===== src/rtl/core/lce_pkg.sv =====
`timescale 1ns / 1ps

package lce_pkg;

  localparam int unsigned IdxW        = 32;
  localparam int unsigned MaxComboDef = 4;
  localparam int unsigned NumSlots    = 4;
  localparam int unsigned PaddrW      = 3;
  localparam int unsigned PdataW      = 32;

  localparam logic REQ_OPEN = 1'b0;
  localparam logic REQ_NEXT = 1'b1;

  localparam logic [0:0] REG_COMBO_SIZE = 1'b0;
  localparam logic [0:0] REG_WITH_REPL  = 1'b1;

  typedef struct packed {
    logic            req_type;
    logic [IdxW-1:0] list_start;
    logic [IdxW-1:0] list_stop;
  } lce_in_t;

  typedef struct packed {
    logic [IdxW-1:0] index_a;
    logic [IdxW-1:0] index_b;
    logic [IdxW-1:0] index_c;
    logic [IdxW-1:0] index_d;
    logic [IdxW-1:0] out_position;
    logic            tuple_valid;
    logic            last_of_list;
  } lce_out_t;

  typedef struct packed {
    logic            fill;
    logic [IdxW-1:0] value;
  } lce_fill_t;

endpackage


===== src/rtl/core/lce_cell.sv =====
`timescale 1ns / 1ps

module lce_cell import lce_pkg::*; #(
  parameter int unsigned MaxCombo = MaxComboDef,
  parameter int unsigned CellIdx  = 0,
  localparam int unsigned KW      = $clog2(MaxCombo + 1)
) (
  input  logic            clk_i,
  input  logic            rst_ni,
  input  logic            load_i,
  input  logic            step_i,
  input  logic [IdxW-1:0] start_i,
  input  logic [IdxW-1:0] stop_i,
  input  logic [KW-1:0]   k_i,
  input  logic            repl_i,
  input  logic            right_found_i,
  input  lce_fill_t       fill_i,
  output logic            found_o,
  output lce_fill_t       fill_o,
  output logic [IdxW-1:0] value_o
);

  logic [IdxW-1:0] value_q, value_d, next_val;
  logic            active, can_inc, pivot;
  logic [IdxW:0]   need;

  assign active = k_i > KW'(CellIdx);
  assign need   = repl_i ? (IdxW+1)'(1) : ((IdxW+1)'(k_i) - (IdxW+1)'(CellIdx));

  assign can_inc = active && (({1'b0, value_q} + need) < {1'b0, stop_i});
  assign pivot   = can_inc & ~right_found_i;
  assign found_o = right_found_i | can_inc;

  always_comb begin
    if (pivot) begin
      next_val = value_q + IdxW'(1);
    end else if (fill_i.fill && active) begin
      next_val = repl_i ? fill_i.value : fill_i.value + IdxW'(1);
    end else begin
      next_val = value_q;
    end
  end

  assign fill_o.fill  = pivot | (fill_i.fill & active);
  assign fill_o.value = next_val;

  always_comb begin
    value_d = value_q;
    if (load_i) begin
      if (active) begin
        value_d = repl_i ? start_i : start_i + IdxW'(CellIdx);
      end else begin
        value_d = '0;
      end
    end else if (step_i) begin
      value_d = next_val;
    end
  end

  always_ff @(posedge clk_i or negedge rst_ni) begin
    if (!rst_ni) begin
      value_q <= '0;
    end else begin
      value_q <= value_d;
    end
  end

  assign value_o = value_q;

endmodule


===== src/rtl/core/lce_skid.sv =====
`timescale 1ns / 1ps

module lce_skid import lce_pkg::*; (
  input  logic     clk_i,
  input  logic     rst_ni,
  input  logic     push_i,
  input  lce_out_t item_i,
  input  logic     stall_i,
  output logic     full_o,
  output logic     valid_o,
  output lce_out_t item_o
);

  logic     out_valid_q, out_valid_d;
  logic     skid_valid_q, skid_valid_d;
  lce_out_t out_q, out_d;
  lce_out_t skid_q, skid_d;
  logic     out_free;

  assign out_free = ~out_valid_q | ~stall_i;

  always_comb begin
    out_valid_d  = out_valid_q;
    skid_valid_d = skid_valid_q;
    out_d        = out_q;
    skid_d       = skid_q;
    if (out_free) begin
      if (skid_valid_q) begin
        out_valid_d  = 1'b1;
        out_d        = skid_q;
        skid_valid_d = 1'b0;
      end else begin
        out_valid_d = push_i;
        out_d       = item_i;
      end
    end else if (push_i) begin
      skid_valid_d = 1'b1;
      skid_d       = item_i;
    end
  end

  always_ff @(posedge clk_i or negedge rst_ni) begin
    if (!rst_ni) begin
      out_valid_q  <= 1'b0;
      skid_valid_q <= 1'b0;
    end else begin
      out_valid_q  <= out_valid_d;
      skid_valid_q <= skid_valid_d;
    end
  end

  always_ff @(posedge clk_i) begin
    out_q  <= out_d;
    skid_q <= skid_d;
  end

  assign full_o  = skid_valid_q;
  assign valid_o = out_valid_q;
  assign item_o  = out_q;

endmodule


===== src/rtl/core/list_combination_enumerator_unit.sv =====
`timescale 1ns / 1ps

// Lexicographic tuple generator. An open item loads a list range and the
// configured tuple size. Each next item returns one result: the current
// tuple, stepping to its successor, while one is pending, else no tuple.
// The block takes one item per cycle while in_stall_o is low and registers
// each result; the successor is found by a single pass of compare and fill
// along the row of index cells, one cell per tuple slot. A two-entry output
// buffer keeps input and output apart, so in_stall_o rises only when both
// entries are full. Configuration writes take effect at the next open item.

module list_combination_enumerator_unit import lce_pkg::*; #(
  parameter int unsigned MaxCombo = MaxComboDef
) (
  input  logic              clk_i,
  input  logic              rst_ni,
  input  logic              in_valid_i,
  output logic              in_stall_o,
  input  lce_in_t           in_item_i,
  output logic              out_valid_o,
  input  logic              out_stall_i,
  output lce_out_t          out_item_o,
  input  logic              psel,
  input  logic              penable,
  input  logic              pwrite,
  input  logic [PaddrW-1:0] paddr,
  input  logic [PdataW-1:0] pwdata,
  output logic [PdataW-1:0] prdata,
  output logic              pready
);

  localparam int unsigned KW = $clog2(MaxCombo + 1);

  logic [2:0]      combo_q, combo_d;
  logic            repl_q, repl_d;
  logic [KW-1:0]   held_k_q, held_k_d;
  logic            held_repl_q, held_repl_d;
  logic [IdxW-1:0] stop_q, stop_d;
  logic            pending_q, pending_d;
  logic [IdxW-1:0] count_q, count_d;

  logic            buf_full, in_acc, open_acc, adv_acc, step, more, cfg_wr;
  logic [3:0]      combo_ext, eff_k;
  logic [0:0]      reg_idx;
  logic            open_pending;
  lce_out_t        res;

  logic [IdxW-1:0] cur [MaxCombo];
  logic [MaxCombo:0] found;
  lce_fill_t       fill [MaxCombo+1];
  logic [IdxW-1:0] slot [NumSlots];

  assign pready  = 1'b1;
  assign reg_idx = paddr[2];
  assign cfg_wr  = psel & penable & pwrite & pready;

  always_comb begin
    unique case (reg_idx)
      REG_COMBO_SIZE: prdata = {{(PdataW-3){1'b0}}, combo_q};
      REG_WITH_REPL:  prdata = {{(PdataW-1){1'b0}}, repl_q};
      default:        prdata = '0;
    endcase
  end

  always_comb begin
    combo_d = combo_q;
    repl_d  = repl_q;
    if (cfg_wr) begin
      unique case (reg_idx)
        REG_COMBO_SIZE: combo_d = pwdata[2:0];
        REG_WITH_REPL:  repl_d  = pwdata[0];
        default: ;
      endcase
    end
  end

  assign in_stall_o = buf_full;
  assign in_acc     = in_valid_i & ~buf_full;
  assign open_acc   = in_acc & (in_item_i.req_type == REQ_OPEN);
  assign adv_acc    = in_acc & (in_item_i.req_type == REQ_NEXT);
  assign step       = adv_acc & pending_q;

  always_comb begin
    combo_ext = {1'b0, combo_q};
    if (combo_ext == 4'd0) begin
      eff_k = 4'd1;
    end else if (combo_ext > 4'(MaxCombo)) begin
      eff_k = 4'(MaxCombo);
    end else begin
      eff_k = combo_ext;
    end
  end

  assign open_pending = repl_q
      ? (in_item_i.list_start < in_item_i.list_stop)
      : (({1'b0, in_item_i.list_start} + (IdxW+1)'(eff_k)) <= {1'b0, in_item_i.list_stop});

  assign found[MaxCombo] = 1'b0;
  assign fill[0]         = '0;

  for (genvar j = 0; j < MaxCombo; j++) begin : g_cell
    lce_cell #(
      .MaxCombo(MaxCombo),
      .CellIdx (j)
    ) u_cell (
      .clk_i        (clk_i),
      .rst_ni       (rst_ni),
      .load_i       (open_acc),
      .step_i       (step),
      .start_i      (in_item_i.list_start),
      .stop_i       (open_acc ? in_item_i.list_stop : stop_q),
      .k_i          (open_acc ? KW'(eff_k) : held_k_q),
      .repl_i       (open_acc ? repl_q : held_repl_q),
      .right_found_i(found[j+1]),
      .fill_i       (fill[j]),
      .found_o      (found[j]),
      .fill_o       (fill[j+1]),
      .value_o      (cur[j])
    );
  end

  assign more = found[0];

  for (genvar s = 0; s < NumSlots; s++) begin : g_slot
    if (s < MaxCombo) begin : g_used
      assign slot[s] = cur[s];
    end else begin : g_zero
      assign slot[s] = '0;
    end
  end

  always_comb begin
    res = '0;
    if (pending_q) begin
      res.index_a      = slot[0];
      res.index_b      = slot[1];
      res.index_c      = slot[2];
      res.index_d      = slot[3];
      res.out_position = count_q;
      res.tuple_valid  = 1'b1;
      res.last_of_list = ~more;
    end
  end

  always_comb begin
    held_k_d    = held_k_q;
    held_repl_d = held_repl_q;
    stop_d      = stop_q;
    pending_d   = pending_q;
    count_d     = count_q;
    if (open_acc) begin
      held_k_d    = KW'(eff_k);
      held_repl_d = repl_q;
      stop_d      = in_item_i.list_stop;
      pending_d   = open_pending;
    end else if (step) begin
      pending_d = more;
      count_d   = count_q + IdxW'(1);
    end
  end

  always_ff @(posedge clk_i or negedge rst_ni) begin
    if (!rst_ni) begin
      combo_q     <= 3'd2;
      repl_q      <= 1'b0;
      held_k_q    <= KW'(1);
      held_repl_q <= 1'b0;
      stop_q      <= '0;
      pending_q   <= 1'b0;
      count_q     <= '0;
    end else begin
      combo_q     <= combo_d;
      repl_q      <= repl_d;
      held_k_q    <= held_k_d;
      held_repl_q <= held_repl_d;
      stop_q      <= stop_d;
      pending_q   <= pending_d;
      count_q     <= count_d;
    end
  end

  lce_skid u_skid (
    .clk_i  (clk_i),
    .rst_ni (rst_ni),
    .push_i (adv_acc),
    .item_i (res),
    .stall_i(out_stall_i),
    .full_o (buf_full),
    .valid_o(out_valid_o),
    .item_o (out_item_o)
  );

  a_stall_needs_output: assert property (@(posedge clk_i) disable iff (!rst_ni)
    in_stall_o |-> out_valid_o)
    else $error("Input stalled while the output register is empty.");

  a_empty_result_zero: assert property (@(posedge clk_i) disable iff (!rst_ni)
    (out_valid_o && !out_item_o.tuple_valid) |->
      (!out_item_o.last_of_list && out_item_o.out_position == '0))
    else $error("Result without a tuple carries nonzero fields.");

  a_last_clears_pending: assert property (@(posedge clk_i) disable iff (!rst_ni)
    (step && !more) |=> !pending_q)
    else $error("Tuple still pending after the last tuple of the list.");

  a_count_steps: assert property (@(posedge clk_i) disable iff (!rst_ni)
    step |=> count_q == $past(count_q) + IdxW'(1))
    else $error("Position count did not advance with an emitted tuple.");

endmodule

===== config.mk =====
export PLATFORM = sky130hd
export DESIGN_NAME = list_combination_enumerator_unit
export DESIGN_NICKNAME = d
export VERILOG_FILES = /design/src/rtl/core/lce_pkg.sv /design/src/rtl/core/lce_cell.sv /design/src/rtl/core/lce_skid.sv /design/src/rtl/core/list_combination_enumerator_unit.sv
export SDC_FILE = /design/constraint.sdc
export NUM_CORES = 2
export LEC_CHECK = 0
export BUFFER_PORTS_ARGS = -buffer_cell sky130_fd_sc_hd__buf_4
export CAP_MARGIN = 20
export CORE_ASPECT_RATIO = 0.9
export CORE_MARGIN = 1.5
export CORE_UTILIZATION = 45
export CTS_CLUSTER_DIAMETER = 60
export DETAILED_ROUTE_END_ITERATION = 16
export PLACE_DENSITY = 0.62
export SYNTH_ARGS = -nofsm -noshare
export SYNTH_HDL_FRONTEND = slang
export SYNTH_SLANG_ARGS = --single-unit

===== constraint.sdc =====
create_clock -name clk_i -period 15.4 [get_ports clk_i]
set_input_delay 0.77 -clock clk_i [delete_from_list [all_inputs] [get_ports clk_i]]
set_output_delay 0.77 -clock clk_i [all_outputs]
set_load 0.03 [all_outputs]

==> results.ini <==
[floorplanning]
die_y_um=285
start_util_pct=45.4
floorplan.rows=103
die_width_um=317
design.core.area_um2=87800
die_area_um2=90400
floorplan.io_pins=304

[synth]
netlist_area_um2=39900
syn_area_per_cell_um2=9.30
synth-async-reset-ratio_pct=38.5
leading_register_cell_type_out_of_synthesis=sky130_fd_sc_hd__edfxtp_1
yosys_register_bits=527
synth-warning-count=0
synthDistinctLibCells=109
synth.yosys.seq_area_share_pct=37.2
number_of_enable_type_register_cells_in_the_synthesized_netlist=324
cell_count_after_synthesis=4286

[min_path]
min-delay-path-class=in2async

[layout]
drive_above_1_share_pct=16.1
area_growth_syn_to_layout_pct=14.7
stdcell_area_um2=45700
nNetsFinal=4928

[global_routing]
antenna_found_initial=16
grt_start_max_net_pins=88
grt.total_usage_pct=34.0
wire_length_of_the_first_global_routing_pass_um=225000
globalRoute.totalOverflow=0
grt_pass1_vias=33000

[critical_path]
critPathLaunchType=flip-flop
critical_path.most_common_cell=sky130_fd_sc_hd__a21oi_1
cp_slowest_stage_delay_ps=710
timing.critical_path.slowest_stage_cell=sky130_fd_sc_hd__dfrtp_4
worst_r2r_endpoint=g_cell[3].u_cell.value_o[27]$_DFFE_PN0P_
worst_setup_path_endpoint=g_cell[3].u_cell.value_o[27]$_DFFE_PN0P_
critical_path_peak_fanout=43
timing.reg2reg.worst_path_depth=55
setup.worst_path.end_class=flip-flop
cp.required_ps=15910
timing.critical_path.from=u_skid.full_o$_DFFE_PN0P_
setup.worst_path.class=reg2reg
worst_ep_arrival_time_ps=14850
reg2reg_from=u_skid.full_o$_DFFE_PN0P_
timing.reg2reg.setup_slack_ps=1060

[timing]
setup_viol_count_final=0
fin_crit_sh_pct=93.1
timing.final.max_slew_violations=0
timing_worst_slew_pin_value_ps=1230
worst_slew_margin_rel_pct=17.6
timing.fmax_ghz=0.0697
tns_ps=0
grt_setup_unrepaired=false
timing.clock.skew_ps=49.3
fin_crit_ps=14340
hold_viol_final=0

[cts]
cts_htree_levels=3
ctsHoldBuffers=0
clock_slew_at_the_register_clock_pins_of_the_worst_setup_and_hold_paths_ps=60
root_buf_cell=sky130_fd_sc_hd__clkbuf_16
cts_buffers=71
cts_tree=yes
cts_max_path_buffers=3
cts_num_sinks=527
clk_latency_ps=670

[route]
detailedRoute.firstPassIterationCount=6
drt-wirelength-per-cell_um=27.2
total_wirelength_of_the_detailed_routed_design_um=156000
routed-via-count=35800
number_of_nets_with_antenna_violations_after_detailed_routing=0
dr.first_iter.drc_count=4513
drc=0
routed_via_density=6.24

[power]
power_leakage_uw=0.0193
power_per_cell_area_nw_per_um2=216
vdd_drop_max_uv=171

[placement]
detailed_place.area_um2=43200
number_of_port_buffers=242
gp_congestion=1.06
hpwl_um=118000

[outcome]
outcome=completed

[flow_run]
maxCapViolations=0

layout make-up:
cell class | instances | area (µm²)
clock buffer | 85 | 1880
sequential | 527 | 14800
tap | 1155 | 1450
multi-input combinational | 3390 | 23600
fill | 8156 | 42000
inverter | 154 | 578
timing repair buffer | 363 | 2740
clock inverter | 47 | 608
antenna | 17 | 42.5
flip-flops by register name, summed over array words and instances, names as in the netlist:
| signal | cells |
|---|---|
| g_cell.u_cell.value_o | 128 |
| pending_q | 1 |
| u_skid.skid_q | 162 |
| u_skid.valid_o | 1 |
| held_k_q | 3 |
| repl_q | 1 |
| held_repl_q | 1 |
| combo_q | 3 |
| u_skid.full_o | 1 |
| stop_q | 32 |
| u_skid.item_o | 162 |
| count_q | 32 |
how the worst min path moves through the flow:
stage	from	to	slack, ps	cells after the start
global route	rst_ni	stop_q[16]$_DFF_PN0_	230	1
finish	rst_ni	stop_q[16]$_DFF_PN0_	170	1
floorplan	count_q[31]$_DFFE_PN0P_	count_q[31]$_DFFE_PN0P_	430	1
global placement	count_q[31]$_DFFE_PN0P_	count_q[31]$_DFFE_PN0P_	450	1
CTS	rst_ni	g_cell[0].u_cell.value_o[23]$_DFFE_PN0P_	180	1
detailed placement	count_q[31]$_DFFE_PN0P_	count_q[31]$_DFFE_PN0P_	460	1
cell usage after synthesis (all sizes together), types with 15 or more instances:
| cell | instances | area share [%] |
|---|---|---|
| nand2 | 406 | 3.8 |
| a21o | 105 | 2.0 |
| o22ai | 18 | 0.28 |
| buf | 72 | 1.1 |
| nor4 | 39 | 0.72 |
| and2 | 188 | 3.0 |
| edfxtp | 324 | 24 |
| dfrtp | 201 | 13 |
| a32oi | 52 | 1.1 |
| nand2b | 23 | 0.36 |
| a211oi | 32 | 0.63 |
| ha | 309 | 9.7 |
| nor2b | 31 | 0.49 |
| a21boi | 39 | 0.73 |
| clkbuf | 171 | 1.6 |
| and3 | 73 | 1.1 |
| nor2 | 322 | 3.0 |
| mux2 | 166 | 4.7 |
| nor3 | 100 | 1.3 |
| and4 | 18 | 0.40 |
| a21oi | 209 | 2.6 |
| or3 | 26 | 0.41 |
| a31oi | 28 | 0.44 |
| a22oi | 15 | 0.29 |
| inv | 153 | 1.4 |
| or2 | 17 | 0.27 |
| o21ai | 215 | 2.7 |
| mux2i | 18 | 0.45 |
| xnor2 | 251 | 5.5 |
| o21bai | 23 | 0.43 |
| o21a | 19 | 0.36 |
| xor2 | 132 | 2.9 |
| o211ai | 19 | 0.37 |
| nand3 | 161 | 2.0 |
| nand4 | 104 | 1.7 |
what timing repair did:
action,4_1_cts,5_1_grt
setup endpoints to repair,0,14
setup buffers,0,1
gates resized for setup,0,4
logic make-up after synthesis:
logic type	after synthesis	share of synthesized area, %
AND/OR/NAND/NOR	1555	19.6
AO/OA/AOI/OAI	924	15.6
flip-flops	527	37.2
buffers and inverters	397	4.12
XOR/XNOR	383	8.41
adder cells (fa/ha/maj)	314	9.95
multiplexers	184	5.14
other	2	0.0188
metrics by stage:
step | util, % | hold WS (ps) | setup WS [ps] | cells | total power (µW)
after floorplan | - | 434 | 572 | 4314 | 5910
after global placement | 49.2 | 450 | 996 | 5586 | 7860
after detailed placement | 49.2 | 461 | 843 | 5587 | 7910
after CTS | 52.0 | 178 | 833 | 5719 | 9680
after global routing | 52.1 | 233 | 15.0 | 5721 | 10400
final | 52.1 | 175 | 1060 | 5738 | 9860
critical path, delay by kind of cell (launching register included):
kind	cells	cell delay [ps]
adders and majority gates	4	970
xor gates and xnor gates	3	640
AOI/OAI and AO/OA	27	6610
muxes	2	720
buffers and inverters	2	470
and+or+nand+nor	17	4020
DFF	1	710
power breakdown:
part	switching, µW	internal [µW]	leakage [µW]
logic	3650	2100	0.0122
clock network	739	992	0.00120
registers	558	1830	0.00588
metal layers:
layer / track usage, % / vias to the layer above / part of all wire, % / routed length, µm
met3: 11.5 / 307 / 13 / 20200
met1: 49.1 / 17200 / 43 / 67400
met4: 12.5 / 10 / 3.5 / 5500
li1: - / 16100 / - / -
met5: 0 / - / 0.044 / 69
met2: 46.6 / 2149 / 40 / 62800
cells in the final DEF (no fill, tap or decap), drive strengths merged, types with 188 or more instances in the layout:
master / synthesis / final
ha: 309 / 309
dfrtp: 201 / 201
nor2: 322 / 322
nand2: 406 / 406
and2: 188 / 188
o21ai: 215 / 215
xnor2: 251 / 251
a21oi: 209 / 209
buf: 72 / 363
edfxtp: 324 / 324
(Power assumes the default switching activity.)
